## src/hdl/xcfr_pkg.sv

```systemverilog
package xcfr_pkg;

   localparam int FRAME_OVERHEAD = 4;
   localparam int HEADER_BYTES   = 2;

   localparam logic CSR_START_MARKER = 1'b0;
   localparam logic CSR_END_MARKER   = 1'b1;

   localparam logic [7:0] START_MARKER_RESET = 8'd170;
   localparam logic [7:0] END_MARKER_RESET   = 8'd85;

   typedef enum logic [1:0] {
      ST_WAIT,
      ST_FRAME,
      ST_READ,
      ST_SEND
   } state_type;

   typedef enum logic [2:0] {
      POS_TYPE,
      POS_LEN,
      POS_PAYLOAD,
      POS_CHECK,
      POS_END
   } pos_type;

   typedef enum logic [1:0] {
      STAT_OK,
      STAT_XOR_ERR,
      STAT_END_ERR,
      STAT_LEN_ERR
   } result_status_type;

   typedef struct packed {
      logic              frame_start;
      logic              byte_take;
      logic              rsp_load_err;
      result_status_type err_status;
      logic              rd_issue;
      logic              rsp_load_data;
   } dp_cmd_type;

   typedef struct packed {
      logic    is_start;
      pos_type pos;
      logic    len_big;
      logic    end_ok;
      logic    xor_ok;
      logic    len_zero;
      logic    ptr_last;
      logic    out_free;
   } dp_status_type;

endpackage

```

## src/hdl/xor_checked_frame_receiver_unit.sv

```systemverilog
// A single-result outcome (error, empty frame) sits in the output register the cycle after
// the deciding byte is taken (the end byte, or the length byte when the length is too big).
// One byte per cycle while receiving and the output register is free; a good frame
// then drains its payload (payload store read, output load when free), taking no bytes.
// Reset: synchronous, active high; markers return to 0xAA / 0x55, store is not cleared.
module xor_checked_frame_receiver_unit import xcfr_pkg::*; #(
   parameter int FRAME_BUFFER_BYTES = 32
) (
   input  logic       clock,
   input  logic       reset,
   input  logic       req_valid,
   output logic       req_ready,
   input  logic [7:0] req_rx_byte,
   output logic       rsp_valid,
   input  logic       rsp_ready,
   output logic [1:0] rsp_status,
   output logic [7:0] rsp_packet_type,
   output logic       rsp_has_data,
   output logic [7:0] rsp_payload_byte,
   output logic [4:0] rsp_byte_index,
   output logic       rsp_last,
   input  logic       csr_wr_en,
   input  logic       csr_index,
   input  logic [7:0] csr_wr_data
);

   dp_cmd_type    cmd;
   dp_status_type sts;

   xcfr_ctrl u_ctrl (
      .clock     (clock),
      .reset     (reset),
      .req_valid (req_valid),
      .req_ready (req_ready),
      .sts       (sts),
      .cmd       (cmd)
   );

   xcfr_dp #(
      .FRAME_BUFFER_BYTES (FRAME_BUFFER_BYTES)
   ) u_dp (
      .clock            (clock),
      .reset            (reset),
      .req_rx_byte      (req_rx_byte),
      .csr_wr_en        (csr_wr_en),
      .csr_index        (csr_index),
      .csr_wr_data      (csr_wr_data),
      .cmd              (cmd),
      .sts              (sts),
      .rsp_ready        (rsp_ready),
      .rsp_valid        (rsp_valid),
      .rsp_status       (rsp_status),
      .rsp_packet_type  (rsp_packet_type),
      .rsp_has_data     (rsp_has_data),
      .rsp_payload_byte (rsp_payload_byte),
      .rsp_byte_index   (rsp_byte_index),
      .rsp_last         (rsp_last)
   );

   a_no_take_while_draining: assert property (@(posedge clock) disable iff (reset)
      (cmd.rd_issue || cmd.rsp_load_data) |-> !req_ready)
      else $error("input taken while payload drains");

   a_single_load: assert property (@(posedge clock) disable iff (reset)
      !(cmd.rsp_load_err && cmd.rsp_load_data))
      else $error("two output loads in one cycle");

   a_load_when_free: assert property (@(posedge clock) disable iff (reset)
      (cmd.rsp_load_err || cmd.rsp_load_data) |-> (!rsp_valid || rsp_ready))
      else $error("output register overwritten before transfer");

   a_read_then_send: assert property (@(posedge clock) disable iff (reset)
      cmd.rd_issue |=> (cmd.rsp_load_data || (rsp_valid && !rsp_ready)))
      else $error("store read not followed by output load");

endmodule

```

## src/hdl/xcfr_ctrl.sv

```systemverilog
module xcfr_ctrl import xcfr_pkg::*; (
   input  logic          clock,
   input  logic          reset,
   input  logic          req_valid,
   output logic          req_ready,
   input  dp_status_type sts,
   output dp_cmd_type    cmd
);

   state_type state_ff, state_in;
   logic      req_fire;

   always_ff @(posedge clock) begin
      if (reset) begin
         state_ff <= ST_WAIT;
      end else begin
         state_ff <= state_in;
      end
   end

   always_comb begin
      state_in       = state_ff;
      cmd            = '0;
      cmd.err_status = STAT_OK;
      req_ready      = 1'b0;
      req_fire       = 1'b0;
      case (state_ff)
         ST_WAIT: begin
            req_ready = sts.out_free;
            req_fire  = req_valid && sts.out_free;
            if (req_fire && sts.is_start) begin
               cmd.frame_start = 1'b1;
               state_in        = ST_FRAME;
            end
         end
         ST_FRAME: begin
            req_ready = sts.out_free;
            req_fire  = req_valid && sts.out_free;
            if (req_fire) begin
               cmd.byte_take = 1'b1;
               case (sts.pos)
                  POS_LEN: begin
                     if (sts.len_big) begin
                        cmd.rsp_load_err = 1'b1;
                        cmd.err_status   = STAT_LEN_ERR;
                        state_in         = ST_WAIT;
                     end
                  end
                  POS_END: begin
                     state_in = ST_WAIT;
                     if (!sts.end_ok) begin
                        cmd.rsp_load_err = 1'b1;
                        cmd.err_status   = STAT_END_ERR;
                     end else if (!sts.xor_ok) begin
                        cmd.rsp_load_err = 1'b1;
                        cmd.err_status   = STAT_XOR_ERR;
                     end else if (sts.len_zero) begin
                        cmd.rsp_load_err = 1'b1;
                        cmd.err_status   = STAT_OK;
                     end else begin
                        state_in = ST_READ;
                     end
                  end
                  default: begin
                  end
               endcase
            end
         end
         ST_READ: begin
            cmd.rd_issue = 1'b1;
            state_in     = ST_SEND;
         end
         ST_SEND: begin
            if (sts.out_free) begin
               cmd.rsp_load_data = 1'b1;
               state_in          = sts.ptr_last ? ST_WAIT : ST_READ;
            end
         end
         default: begin
            state_in = ST_WAIT;
         end
      endcase
   end

endmodule

```

## src/hdl/xcfr_dp.sv

```systemverilog
module xcfr_dp import xcfr_pkg::*; #(
   parameter int FRAME_BUFFER_BYTES = 32
) (
   input  logic          clock,
   input  logic          reset,
   input  logic [7:0]    req_rx_byte,
   input  logic          csr_wr_en,
   input  logic          csr_index,
   input  logic [7:0]    csr_wr_data,
   input  dp_cmd_type    cmd,
   output dp_status_type sts,
   input  logic          rsp_ready,
   output logic          rsp_valid,
   output logic [1:0]    rsp_status,
   output logic [7:0]    rsp_packet_type,
   output logic          rsp_has_data,
   output logic [7:0]    rsp_payload_byte,
   output logic [4:0]    rsp_byte_index,
   output logic          rsp_last
);

   localparam int CAP = FRAME_BUFFER_BYTES - FRAME_OVERHEAD;
   localparam int AW  = (CAP > 1) ? $clog2(CAP) : 1;
   localparam int CW  = $clog2(CAP + 5);

   logic [7:0]        start_marker_ff, start_marker_in;
   logic [7:0]        end_marker_ff, end_marker_in;
   logic [CW-1:0]     byte_count_ff, byte_count_in;
   logic [7:0]        declared_length_ff, declared_length_in;
   logic [7:0]        running_xor_ff, running_xor_in;
   logic [7:0]        frame_type_ff, frame_type_in;
   logic [7:0]        received_check_ff, received_check_in;
   logic [AW-1:0]     rd_ptr_ff, rd_ptr_in;
   logic [7:0]        rd_data_ff;
   logic [7:0]        payload_store_mem [CAP];

   logic              rsp_valid_ff, rsp_valid_in;
   result_status_type rsp_status_ff, rsp_status_in;
   logic [7:0]        rsp_type_ff, rsp_type_in;
   logic              rsp_has_ff, rsp_has_in;
   logic [7:0]        rsp_data_ff, rsp_data_in;
   logic [4:0]        rsp_idx_ff, rsp_idx_in;
   logic              rsp_last_ff, rsp_last_in;

   logic [9:0]        count_w, check_pos;
   logic [CW-1:0]     wr_off;
   logic [AW-1:0]     wr_addr;
   logic              store_we;
   logic [AW+4:0]     ptr_ext;
   pos_type           pos;

   always_comb begin
      count_w   = 10'(byte_count_ff);
      check_pos = 10'(declared_length_ff) + 10'(HEADER_BYTES);
      if (byte_count_ff == CW'(0)) begin
         pos = POS_TYPE;
      end else if (byte_count_ff == CW'(1)) begin
         pos = POS_LEN;
      end else if (count_w < check_pos) begin
         pos = POS_PAYLOAD;
      end else if (count_w == check_pos) begin
         pos = POS_CHECK;
      end else begin
         pos = POS_END;
      end
   end

   assign wr_off   = byte_count_ff - CW'(HEADER_BYTES);
   assign wr_addr  = wr_off[AW-1:0];
   assign store_we = cmd.byte_take && (pos == POS_PAYLOAD);
   assign ptr_ext  = {5'b0, rd_ptr_ff};

   assign sts.is_start = (req_rx_byte == start_marker_ff);
   assign sts.pos      = pos;
   assign sts.len_big  = {1'b0, req_rx_byte} > 9'(CAP);
   assign sts.end_ok   = (req_rx_byte == end_marker_ff);
   assign sts.xor_ok   = (running_xor_ff == received_check_ff);
   assign sts.len_zero = (declared_length_ff == 8'd0);
   assign sts.ptr_last = (9'(rd_ptr_ff) + 9'd1) == 9'(declared_length_ff);
   assign sts.out_free = !rsp_valid_ff || rsp_ready;

   always_comb begin
      start_marker_in    = start_marker_ff;
      end_marker_in      = end_marker_ff;
      byte_count_in      = byte_count_ff;
      declared_length_in = declared_length_ff;
      running_xor_in     = running_xor_ff;
      frame_type_in      = frame_type_ff;
      received_check_in  = received_check_ff;
      rd_ptr_in          = rd_ptr_ff;

      if (csr_wr_en) begin
         case (csr_index)
            CSR_START_MARKER: start_marker_in = csr_wr_data;
            CSR_END_MARKER:   end_marker_in   = csr_wr_data;
            default: begin
            end
         endcase
      end

      if (cmd.frame_start) begin
         byte_count_in = '0;
         rd_ptr_in     = '0;
      end

      if (cmd.byte_take) begin
         byte_count_in = byte_count_ff + CW'(1);
         case (pos)
            POS_TYPE: begin
               frame_type_in  = req_rx_byte;
               running_xor_in = req_rx_byte;
            end
            POS_LEN: begin
               declared_length_in = req_rx_byte;
               running_xor_in     = running_xor_ff ^ req_rx_byte;
            end
            POS_PAYLOAD: begin
               running_xor_in = running_xor_ff ^ req_rx_byte;
            end
            POS_CHECK: begin
               received_check_in = req_rx_byte;
            end
            default: begin
            end
         endcase
      end

      if (cmd.rsp_load_data) begin
         rd_ptr_in = rd_ptr_ff + AW'(1);
      end
   end

   always_ff @(posedge clock) begin
      if (reset) begin
         start_marker_ff    <= START_MARKER_RESET;
         end_marker_ff      <= END_MARKER_RESET;
         byte_count_ff      <= '0;
         declared_length_ff <= '0;
         running_xor_ff     <= '0;
         frame_type_ff      <= '0;
         received_check_ff  <= '0;
         rd_ptr_ff          <= '0;
      end else begin
         start_marker_ff    <= start_marker_in;
         end_marker_ff      <= end_marker_in;
         byte_count_ff      <= byte_count_in;
         declared_length_ff <= declared_length_in;
         running_xor_ff     <= running_xor_in;
         frame_type_ff      <= frame_type_in;
         received_check_ff  <= received_check_in;
         rd_ptr_ff          <= rd_ptr_in;
      end
   end

   always_ff @(posedge clock) begin
      if (store_we) begin
         payload_store_mem[wr_addr] <= req_rx_byte;
      end
   end

   always_ff @(posedge clock) begin
      if (cmd.rd_issue) begin
         rd_data_ff <= payload_store_mem[rd_ptr_ff];
      end
   end

   always_comb begin
      rsp_valid_in  = rsp_valid_ff && !rsp_ready;
      rsp_status_in = rsp_status_ff;
      rsp_type_in   = rsp_type_ff;
      rsp_has_in    = rsp_has_ff;
      rsp_data_in   = rsp_data_ff;
      rsp_idx_in    = rsp_idx_ff;
      rsp_last_in   = rsp_last_ff;
      if (cmd.rsp_load_err) begin
         rsp_valid_in  = 1'b1;
         rsp_status_in = cmd.err_status;
         rsp_type_in   = frame_type_ff;
         rsp_has_in    = 1'b0;
         rsp_data_in   = 8'd0;
         rsp_idx_in    = 5'd0;
         rsp_last_in   = 1'b1;
      end else if (cmd.rsp_load_data) begin
         rsp_valid_in  = 1'b1;
         rsp_status_in = STAT_OK;
         rsp_type_in   = frame_type_ff;
         rsp_has_in    = 1'b1;
         rsp_data_in   = rd_data_ff;
         rsp_idx_in    = ptr_ext[4:0];
         rsp_last_in   = sts.ptr_last;
      end
   end

   always_ff @(posedge clock) begin
      if (reset) begin
         rsp_valid_ff <= 1'b0;
      end else begin
         rsp_valid_ff <= rsp_valid_in;
      end
   end

   always_ff @(posedge clock) begin
      rsp_status_ff <= rsp_status_in;
      rsp_type_ff   <= rsp_type_in;
      rsp_has_ff    <= rsp_has_in;
      rsp_data_ff   <= rsp_data_in;
      rsp_idx_ff    <= rsp_idx_in;
      rsp_last_ff   <= rsp_last_in;
   end

   assign rsp_valid        = rsp_valid_ff;
   assign rsp_status       = rsp_status_ff;
   assign rsp_packet_type  = rsp_type_ff;
   assign rsp_has_data     = rsp_has_ff;
   assign rsp_payload_byte = rsp_data_ff;
   assign rsp_byte_index   = rsp_idx_ff;
   assign rsp_last         = rsp_last_ff;

endmodule
```

## config.mk

```make
export PLATFORM = sky130hd
export DESIGN_NAME = xor_checked_frame_receiver_unit
export DESIGN_NICKNAME = d
export VERILOG_FILES = /design/src/hdl/xcfr_pkg.sv /design/src/hdl/xor_checked_frame_receiver_unit.sv /design/src/hdl/xcfr_ctrl.sv /design/src/hdl/xcfr_dp.sv
export SDC_FILE = /design/constraint.sdc
export NUM_CORES = 1
export LEC_CHECK = 0
export ABC_AREA = 1
export BUFFER_PORTS_ARGS = -buffer_cell sky130_fd_sc_hd__clkbuf_2
export CAP_MARGIN = 40
export CORE_UTILIZATION = 45
export CTS_CLUSTER_DIAMETER = 50
export DETAILED_ROUTE_END_ITERATION = 6
export MAX_ROUTING_LAYER = met4
export PLACE_DENSITY = 0.72
export SKIP_CTS_REPAIR_TIMING = 1
export SLEW_MARGIN = 20
export SYNTH_ARGS = -nofsm -noshare
export SYNTH_HDL_FRONTEND = slang
export SYNTH_HIERARCHICAL = 1
export SYNTH_SLANG_ARGS = --single-unit
```

## constraint.sdc

```tcl
create_clock -name clock -period 3.9 [get_ports clock]
set_input_delay 0.195 -clock clock [delete_from_list [all_inputs] [get_ports clock]]
set_output_delay 0.195 -clock clock [all_outputs]
set_load 0.01 [all_outputs]
```

# Yosys cells after proc, flatten, opt, wreduce, memory -nomap -nowiden
# Memories as Yosys holds them, arrays and structs flattened. A register that Yosys moved wholly into a read port is not among the register bits.
# Index checks and enable logic that the tools add are counted.
dict set report classes {
  magnitude_cmp 2
  n_bitwise 2
  n_addsub 5
  n_eq_ne 18
  n_mux 40
  reduce_logical 24
}
# cell n
set op_table {}
lappend op_table {{$eq 8x8->1} 3}
lappend op_table {{$mux 3} 8}
lappend op_table {{$mux 2} 10}
lappend op_table {{$mux 8} 2}
lappend op_table {{$pmux 8 s2} 1}
lappend op_table {{$mux 6} 2}
lappend op_table {{$reduce_and 2->1} 6}
lappend op_table {{$mux 1} 10}
lappend op_table {{$mux 5} 2}
lappend op_table {{$add 8x2->9 const B} 1}
lappend op_table {{$eq 6x9->1} 1}
lappend op_table {{$eq 9x8->1} 1}
lappend op_table {{$lt 6x9->1} 1}
lappend op_table {{$gt 8x5->1 const B} 1}
lappend op_table {{$logic_not 8->1} 1}
lappend op_table {{$mux 4} 2}
lappend op_table {{$pmux 2 s4} 1}
lappend op_table {{$reduce_bool 2->1} 4}
lappend op_table {{$xor 8x8->8} 1}
lappend op_table {{$add 5x1->6 const B} 1}
lappend op_table {{$add 6x1->6 const B} 1}
lappend op_table {{$eq 3x2->1 const B} 2}
lappend op_table {{$eq 6x1->1 const B} 1}
lappend op_table {{$logic_not 6->1} 1}
lappend op_table {{other kinds (18)} 27}
dict set report word_totals {
  register_bits 87
  ram_bits 224
  output_inout_bits 27
  memories 1
}
# memory depth width read_ports rd_clocked_by_memory_dff wr line_no
set mem_list {}
lappend mem_list {u_dp.payload_store_mem 28 8 1 1 1 xcfr_dp.sv:35} ;# logic [7:0] payload_store_mem [CAP];

# Longest topological paths before layout
# Gate-level depths: netlist of the first run.
dict set report logic_depth {
  ltp_word 13
  mapped_depth 22
  depth_no_buf 22
}

# By module
# The synthesis of the first run kept the hierarchy.
# mod cells_each n_inst area_per_inst_um2 seq_area_each_um2
set by_module_without_submodules {}
lappend by_module_without_submodules {xcfr_dp 1190 1 13230.2 8768.4}
lappend by_module_without_submodules {xcfr_ctrl 52 1 259.0 40.0}

# Worst setup path before layout of the first run
# No wires, ideal clock.
dict set report synth_timing {
  kind {flip-flop to flip-flop}
  startpoint {register u_dp.declared_length_ff[2]}
  endpoint {register u_dp.rsp_type_ff[0] (netlist: u_dp/rsp_packet_type[0]) (enable)}
  t_required_ps 3562
  synth_period_minus_slack_ps 3199
  path_buffers 0
  setup_slack_ps 701
  arrival_ps 2861
  stages_incl_launch_ff 22
  cell_sequence {dfxtp_1 -> ha_1 -> nand2_1 -> nor2_1 -> xnor2_1 -> ha_1 -> inv_1 -> nor2_2 -> nand4_1 -> nand3_2 -> inv_2 -> nor3_1 -> nor2_1 -> nor2_1 -> inv_1 -> nor2_1 -> nand2_1 -> nand2_1 -> nand3_1 -> a21oi_1 -> nor2_1 -> inv_1}
}
# element line_no
set synth_rtl {}
lappend synth_rtl {{start: declaration} xcfr_dp.sv:29} ;# logic [7:0] declared_length_ff, declared_length_in;
lappend synth_rtl {{start signal: assignment} xcfr_dp.sv:147} ;# declared_length_ff <= declared_length_in;
lappend synth_rtl {{end signal: assignment} xcfr_dp.sv:204} ;# rsp_type_ff <= rsp_type_in;
lappend synth_rtl {{end: declaration} xcfr_dp.sv:39} ;# logic [7:0] rsp_type_ff, rsp_type_in;

==> flow_summary.yaml, run 1 <==
die:
  die_x_um: 175
  num_rows: 63
  core_um2: 29600
  dieArea_um2: 30700
  start_util_pct: 45.6
  fp.dieH_um: 175
  top_level_ports: 49
synth:
  yosysUniqueCellTypes: 46
  synth_top_area_share_pct: 53.9
  synth_edf_count: 242
  synth-seq-area-share_pct: 65.3
  netlist_area_um2: 13500
  synth_area_leader_cell: "edfxtp_1"
  synth_ff_type: "edfxtp_1"
  synth_common_cells: "edfxtp_1, nor2_1, o21ai_0"
  async_reset_ff_share_pct: 0
  ys.warnings.count: 6
  yosysMostFrequentCell: "edfxtp_1"
  ys_seq_elements: 319
  synth.net_count: 1278
  synth_area_leaders: "edfxtp_1, dfxtp_1, o21ai_0"
  netlist_instances: 1242
  postSynthAreaPerCell_um2: 10.9
power:
  power_leakage_uw: 0.00561
  vdd_drop_max_mv: 0.304
  power_density_nw_per_um2: 448
critical_path:
  crit_buf_inv: 4
  cpPeakStageDelay_ns: 0.42
  worstSetupPathType: "flip-flop to flip-flop"
  cp_slowest_cell: "dfxtp_1"
  ff2ff_setup_slack_ns: 0.50
  arrival_ns: 3.59
  path_common_cell: "nor2_1"
  cp_top_family: "simple AND/OR/NAND/NOR gates"
  cp.required_ns: 4.09
  cp_max_fo: 11
  endpoint_kind: "flip-flop"
  r2r_end: "u_dp/rsp_status[1]"
  timing.rr.start: "u_dp/declared_length_ff[2]"
  reg2reg_depth: 21
  crit_path_start: "u_dp/declared_length_ff[2]"
  startpoint_type: "flip-flop"
  cp_cell_sequence: "ha_1 > nand2_1 > nor2_1 > xnor2_1 > ha_1 > inv_1 > nor2_2 > nand4_1 > nand3_2 > inv_2 > nor3_1 > nor2_1 > nor2_1 > inv_1 > nor2_1 > nand2_1 > nand2_1 > nand3_1 > a21oi_1 > nor2_1 > inv_2"
clocking:
  path_clk_slew_ns: 0.06
  clock-sinks: 319
  cts_root_buffer: "clkbuf_16"
  cts_buffers: 34
  cts_buffer_depth: 3
  cts_htree_levels: 2
  cts_tree: "yes"
  clk-insertion-delay-late_ns: 0.51
grt:
  grt_pass1_wl_um: 51100
  grt_max_degree: 110
  gr-usage-met1_pct: 26.8
  busiest_layer: "met2"
  grtUsageMet2_pct: 37.5
  grt.overflow.total: 0
  grt_pass1_vias: 9250
  grt_use_total_pct: 22.4
  antenna_found_initial: 0
  met3_usage_pct: 4.05
final_layout:
  area.growth.synth_to_final_pct: 15.0
  drive_above_1_share_pct: 13.5
  layoutNonFillerInstCount: 1730
  final_nets: 1353
  diodes: 0
  n_fill_cell: 2527
routing:
  ant_nets: 0
  first_iter_violations: 1016
  wl_um: 33600
  wl_per_cell_um: 19.4
  viasPerCell: 5.62
  drt-pass1-iter-count: 5
  route.detailed.drc: 0
  num_vias: 9718
sta:
  finalSetupTns_ns: 0
  finClkSkew_ns: 0.0228
  finalHoldViolations: 0
  layout_min_cycle_time_ns: 3.40
  tightest_slew_ns: 0.787
  period_share_pct: 87.1
  finalMaxSlewViolations: 0
  grt_setup_unrepaired: "false"
  worst_slack_ns: 0.502
  timing.hold.ws_ns: 0.0560
  max_freq_mhz: 294
  setup_viol: 0
  slew_headroom_pct: 47.4
hold_path:
  hp-class: "input port to flip-flop"
  whs_endpoint: "u_dp/rsp_valid"
  hold_start: "rsp_ready"
  hold-path-cell-count: 4
outcome:
  status: "complete, no violations"
run:
  drv_cap: 0
place:
  pre_cts_ws_ns: 0.380
  hpwl_um: 21300
  numPortBuffers: 48
  routabilityCongestion: 0.921
  dp_cells: 1663
## metrics by stage
step                      total power, uW  instance area, um^2  utilization, %
after floorplan                      3820                13500               -
after CTS                            6990                15400            52.2
after global placement               3900                14300            48.4
after detailed placement             3910                14300            48.5
after global routing                 7130                15500            52.5
final                                6960                15500            52.5
## routing by layer
layer	share of wire, %	vias to the layer above
met2	49	397
li1	-	4577
met1	39	4656
met4	3.8	0
met3	7.8	88
met5	0	-
## cells in the final DEF (no fill, tap or decap), types with 47 or more instances in the layout
master	instances
nand2_1	138
nor2_1	176
inv_1	61
a21oi_1	60
dfxtp_1	76
nand3_1	51
edfxtp_1	242
buf_4	47
o21ai_0	154
clkbuf_2	48
## report_power, final
part           internal (uW)  switching [uW]  leakage, uW
Clock                   1860            1250     0.000537
Sequential              3660            14.5      0.00279
Combinational           53.0             112      0.00228
## flip-flops by register name, indices dropped and copies added, names as in the netlist
signal                   cells
u_dp/rsp_has_data            1
u_ctrl/state_ff              2
u_dp/declared_length_ff      8
u_dp/payload_store_mem     224
u_dp/rd_ptr_ff               5
u_dp/rsp_byte_index          5
u_dp/received_check_ff       8
u_dp/start_marker_ff         8
u_dp/frame_type_ff           8
u_dp/byte_count_ff           6
u_dp/running_xor_ff          8
u_dp/end_marker_ff           8
u_dp/rsp_payload_byte        8
u_dp/rsp_valid               1
u_dp/rsp_last                1
u_dp/rsp_status              2
u_dp/rd_data_ff              8
u_dp/rsp_packet_type         8
## cell families (layout without fill, tap and decap cells)
family                     after synthesis  after routing  synth area share [%]
AOI/OAI and AO/OA                      290            290                  12.5
xor gates and xnor gates                31             31                  2.01
adders and majority gates               14             14                  1.30
buffers and inverters                  142            240                  4.32
DFF                                    319            319                  65.3
and+or+nand+nor                        446            446                  14.6
## worst reg2reg max path, delay by kind of cell, from the launching register on
kind / cells / cell delay [ns]
AO/OA/AOI/OAI: 1 / 0.18
XOR/XNOR: 1 / 0.08
adder cells (fa/ha/maj): 2 / 0.50
buffers and inverters: 4 / 0.44
flip-flops: 1 / 0.42
AND/OR/NAND/NOR: 13 / 1.45
## worst max-delay path by stage
stage | end | slack [ns] | cells after the start
final | u_dp/rsp_status[1] | 0.50 | 21
after global placement | u_dp/rsp_packet_type[0] | 0.47 | 21
after detailed placement | u_dp/rsp_packet_type[2] | 0.38 | 21
after CTS | u_dp/rsp_packet_type[7] | 0.34 | 21
after global routing | u_dp/rsp_last | 0.06 | 19
after floorplan | u_dp/rsp_packet_type[0] | 0.70 | 21
## final cells by class
cell class | instances | area [um^2] | share of cell area (%)
inverters | 75 | 282 | 1.81
flip-flops and latches | 319 | 8810 | 56.8
repair buffers | 106 | 741 | 4.77
clock inverters | 10 | 97.6 | 0.629
multi-input cells | 781 | 4100 | 26.4
clock buffers | 49 | 1000 | 6.45
well taps | 390 | 488 | 3.14
Note: power is estimated with default switching activity, not from simulation.
==> inputs of run 2 (changes only) <==
PLACE_DENSITY = unset   (was 0.72)
==> run 2 against run 1 <==
Compared with the run above: final area grew 0.86%; first-iteration DRC count decreased by 13%; die area is the same; largest cell class unchanged; largest power group unchanged; highest routed layer unchanged.
==> flow_summary.yaml, run 2 (synthesis results as in run 1) <==
critical_path:
  path_common_cell: "nor2_1"
  cp_cell_sequence: "nand3_2 > xor2_1 > ha_1 > nand2_1 > o21a_1 > nand3b_1 > nand3_2 > inv_2 > nor3_1 > nor2_1 > nor2_1 > inv_1 > nor2_1 > nand2_1 > nand2_1 > nand3_1 > a21oi_1 > nor2_1 > inv_2"
  ff2ff_setup_slack_ns: 0.44
  cp_slowest_cell: "dfxtp_1"
  cp_max_fo: 11
  endpoint_kind: "flip-flop"
  arrival_ns: 3.65
  startpoint_type: "flip-flop"
  cp.required_ns: 4.09
  cp_top_family: "simple AND/OR/NAND/NOR gates"
  worstSetupPathType: "flip-flop to flip-flop"
  crit_buf_inv: 3
  cpPeakStageDelay_ns: 0.46
grt:
  antenna_found_initial: 2
  grt_pass1_wl_um: 53100
  grt.overflow.total: 0
  grt_max_degree: 49
  met3_usage_pct: 4.33
  busiest_layer: "met2"
  gr-usage-met1_pct: 29.3
  grtUsageMet2_pct: 38.5
  grt_pass1_vias: 9306
  grt_use_total_pct: 23.7
sta:
  layout_min_cycle_time_ns: 3.46
  grt_setup_unrepaired: "false"
  finalSetupTns_ns: 0
  finalHoldViolations: 0
  setup_viol: 0
  slew_headroom_pct: 44.9
  tightest_slew_ns: 0.819
  finClkSkew_ns: 0.0293
  period_share_pct: 88.7
  finalMaxSlewViolations: 0
  max_freq_mhz: 289
final_layout:
  drive_above_1_share_pct: 14.6
  largest_reg_flops: 224
  top_register: "u_dp/payload_store_mem"
  final_nets: 1361
  final_cell_mix: "edfxtp_1, nor2_1, o21ai_0, nand2_1, dfxtp_1"
  seqCellArea_um2: 8810
  area.growth.synth_to_final_pct: 16.0
  final_common_cell: "edfxtp_1"
  n_fill_cell: 2634
  multi_input_area_um2: 4100
routing:
  drt-pass1-iter-count: 5
  first_iter_violations: 882
  wl_um: 35000
  num_vias: 9645
  wl_per_cell_um: 20.1
  ant_nets: 0
  viasPerCell: 5.53
  route.detailed.drc: 0
die:
  die_x_um: 175
  dieArea_um2: 30700
  top_level_ports: 49
  core_um2: 29600
  fp.dieH_um: 175
  num_rows: 63
  start_util_pct: 45.6
power:
  finalPower_uw: 7290
  power_density_nw_per_um2: 466
  vdd_drop_max_mv: 0.210
  power_leakage_uw: 0.00569
clocking:
  cts_htree_levels: 2
  path_clk_slew_ns: 0.06
  clock-sinks: 319
  cts_tree: "yes"
  cts_buffers: 37
  cts_buffer_depth: 3
  cts_root_buffer: "clkbuf_16"
  clk-insertion-delay-late_ns: 0.52
outcome:
  status: "complete, no violations"
place:
  numPortBuffers: 48
  hpwl_um: 22700
  routabilityCongestion: 0.868
hold_path:
  hp-class: "input port to flip-flop"
run:
  drv_cap: 0
run 2: cell type report:
| cell class | count | share of cell area (%) |
|---|---|---|
| inverter | 75 | 1.80 |
| timing repair buffer | 111 | 4.69 |
| sequential | 319 | 56.3 |
| antenna | 2 | 0.0320 |
| tap | 390 | 3.12 |
| clock inverter | 24 | 1.56 |
| clock buffer | 42 | 6.30 |
| multi-input combinational | 781 | 26.2 |
run 2: path summary, 6_finish.rpt:
| kind | from | to | cells past startpoint |
|---|---|---|---|
| setup reg to reg | u_dp/declared_length_ff[3] | u_dp/rsp_packet_type[7] | 19 |
| hold reg to reg | u_dp/frame_type_ff[3] | u_dp/rsp_packet_type[3] | 0 |
| hold / removal | rsp_ready | u_dp/rsp_valid | 4 |
| setup / recovery | u_dp/declared_length_ff[3] | u_dp/rsp_packet_type[7] | 19 |
run 2: where the power goes:
group / switching [uW] / internal, uW
logic: 116 / 52.3
registers: 12.5 / 3660
clock network: 1360 / 2090
run 2: routing by layer:
layer / vias to the layer above / share of wire [%]
li1: 4612 / -
met1: 4671 / 42
met2: 292 / 48
met3: 70 / 6.4
met4: 0 / 3.3
met5: - / 0
run 2: worst reg2reg max path: stages, from the launching register on:
cell and delay (ns):
dfxtp_1 0.46, nand3_2 0.15, xor2_1 0.17, ha_1 0.29, nand2_1 0.08, o21a_1 0.20, nand3b_1 0.16, nand3_2 0.15
inv_2 0.08, nor3_1 0.13, nor2_1 0.06, nor2_1 0.13, inv_1 0.07, nor2_1 0.08, nand2_1 0.10, nand2_1 0.09
nand3_1 0.11, a21oi_1 0.21, nor2_1 0.16, inv_2 0.26
run 2: stage by stage:
stage                     instance area (um^2)  util, %  cells  hold slack [ns]  setup WS (ns)
after CTS                                15600     52.7   1734           -0.100          0.296
after floorplan                          13500        -   1242            0.257          0.701
final                                    15600     52.9   1744           0.0406          0.439
after global placement                   14300     48.5   1668            0.417          0.450
after detailed placement                 14300     48.5   1668            0.412          0.325
after global routing                     15600     52.9   1744           0.0616          0.157
==> inputs of run 3 (changes only) <==
CORE_ASPECT_RATIO = 0.75   (was unset)
CTS_CLUSTER_SIZE = 25   (was unset)
clock period = 3.5 ns   (was 3.9 ns; I/O delays follow)
==> run 3 against run 2 <==
Compared with the run above: clock power shrank 12%; largest power group unchanged; sequential share of layout area rose by 0.97 points; die area hardly changed; critical path type unchanged; cell count shrank 0.80%; clock skew is 0.010 ns lower; critical endpoint is now u_dp/rsp_packet_type[5].
==> flow_summary.yaml, run 3 (synthesis results as in run 1) <==
final_layout:
  area.growth.synth_to_final_pct: 14.1
  diodes: 0
  top_register: "u_dp/payload_store_mem"
  n_fill_cell: 2555
  layoutNonFillerInstCount: 1730
  largest_reg_flops: 224
  final_nets: 1356
  drive_above_1_share_pct: 14.7
  final_cell_mix: "edfxtp_1, nor2_1, o21ai_0, nand2_1, dfxtp_1"
  final_common_cell: "edfxtp_1"
critical_path:
  cp_cell_sequence: "ha_1 > xnor2_1 > ha_1 > nand2_1 > o21a_1 > nand3b_1 > nand3_2 > inv_2 > nor3_1 > nor2_1 > nor2_1 > inv_1 > nor2_1 > nand2_1 > nand2_1 > nand3_1 > a21oi_2 > nor2_2 > inv_4"
  cp_slowest_cell: "dfxtp_2"
  arrival_ns: 3.47
  startpoint_type: "flip-flop"
  cp.required_ns: 3.74
  worstSetupPathType: "flip-flop to flip-flop"
  cpPeakStageDelay_ns: 0.36
  cp_max_fo: 11
  endpoint_kind: "flip-flop"
sta:
  period_share_pct: 92.2
  layout_min_cycle_time_ns: 3.23
  finalHoldViolations: 0
  timing.hold.ws_ns: 0.00350
  slew_headroom_pct: 43.4
  max_freq_mhz: 310
  finalMaxSlewViolations: 0
  finClkSkew_ns: 0.0190
  tightest_slew_ns: 0.842
  setup_viol: 0
routing:
  drt-pass1-iter-count: 5
  num_vias: 9762
  ant_nets: 0
  route.detailed.drc: 0
  wl_um: 35200
  wl_per_cell_um: 20.3
  viasPerCell: 5.64
  first_iter_violations: 827
run:
  drv_cap: 0
power:
  comb_power_share_pct: 2.6
  p_int_uw: 5670
  power_density_nw_per_um2: 475
  swShare_pct: 22.4
  switching_power_uw: 1640
  power_leakage_uw: 0.00556
  power.share.clock_pct: 41.4
  vdd_drop_max_mv: 0.366
  pwr-share-seq_pct: 56.0
die:
  top_level_ports: 49
  start_util_pct: 46.1
  dieArea_um2: 30700
  die_x_um: 202
  fp.dieH_um: 152
  core_um2: 29300
  num_rows: 54
grt:
  antenna_found_initial: 3
  grt_max_degree: 48
  grt_use_total_pct: 23.6
  grt_pass1_wl_um: 53900
  grt.overflow.total: 0
  grt_pass1_vias: 9217
place:
  dp_cells: 1678
  routabilityCongestion: 0.864
  numPortBuffers: 48
  hpwl_um: 23200
outcome:
  status: "complete, no violations"
clocking:
  path_clk_slew_ns: 0.08
  clock-sinks: 319
  cts_htree_levels: 1
  clk-insertion-delay-late_ns: 0.54
  cts_buffers: 24
  cts_tree: "yes"
  cts_root_buffer: "clkbuf_16"
  cts_buffer_depth: 3
hold_path:
  hp-class: "input port to flip-flop"
## run 3: changes by cell type in the layout (fill, tap and decap cells not counted), sizes merged
cell | before | now
diode | 2 | 0
buf | 55 | 63
clkinv | 20 | 11
clkinvlp | 3 | 0
bufinv | 4 | 2
inv | 72 | 79
clkbuf | 90 | 75
## run 3: power groups by stage
stage / Combinational [uW] / Sequential (uW) / Clock, uW
2_1_floorplan: 72.2 / 4180 / 0
3_3_place_gp: 180 / 4180 / 0
3_5_place_dp: 182 / 4180 / 0
4_1_cts: 182 / 4090 / 3060
5_1_grt: 210 / 4100 / 3190
6_report: 190 / 4090 / 3030
## run 3: final timing paths
check	start	end	slack (ns)	cells after the start
min reg2reg	u_dp/frame_type_ff[6]	u_dp/rsp_packet_type[6]	0.43	0
max	u_dp/declared_length_ff[1]	u_dp/rsp_packet_type[5]	0.27	19
max reg2reg	u_dp/declared_length_ff[1]	u_dp/rsp_packet_type[5]	0.27	19
min	rsp_ready	u_dp/rsp_valid	0.004	4
## run 3: per-stage QoR
step	instance area, um^2	total power [uW]	utilization [%]	setup slack [ns]	TNS (ns)
CTS	15300	7340	52.3	-0.0287	-0.271
floorplan	13500	4250	-	0.301	0
global route	15400	7490	52.6	-0.0245	-0.247
finish	15400	7310	52.6	0.274	0
detailed placement	14400	4360	49.3	-0.00418	-0.0352
global placement	14400	4360	49.3	0.116	0
## run 3: worst max-delay path: cells and delay by family (launching register included)
family | cells | cell delay (ns)
AO/OA/AOI/OAI | 2 | 0.40
XOR/XNOR | 1 | 0.15
adder cells (fa/ha/maj) | 2 | 0.51
buffers and inverters | 3 | 0.28
flip-flops | 1 | 0.36
AND/OR/NAND/NOR | 11 | 1.23
## run 3: cell type report
cell class / instances / area (um^2) / share of cell area (%)
sequential: 319 / 8820 / 57.3
multi-input combinational: 781 / 4110 / 26.7
timing repair buffer: 119 / 810 / 5.26
clock buffer: 27 / 643 / 4.18
tap: 392 / 490 / 3.19
inverter: 75 / 284 / 1.85
clock inverter: 17 / 238 / 1.54
## run 3: layer usage
metal / GRT usage, % / part of all wire, %
met1: 34.4 / 47
met2: 33.8 / 44
met3: 4.87 / 7.9
met4: 5.19 / 1.8
met5: - / 0
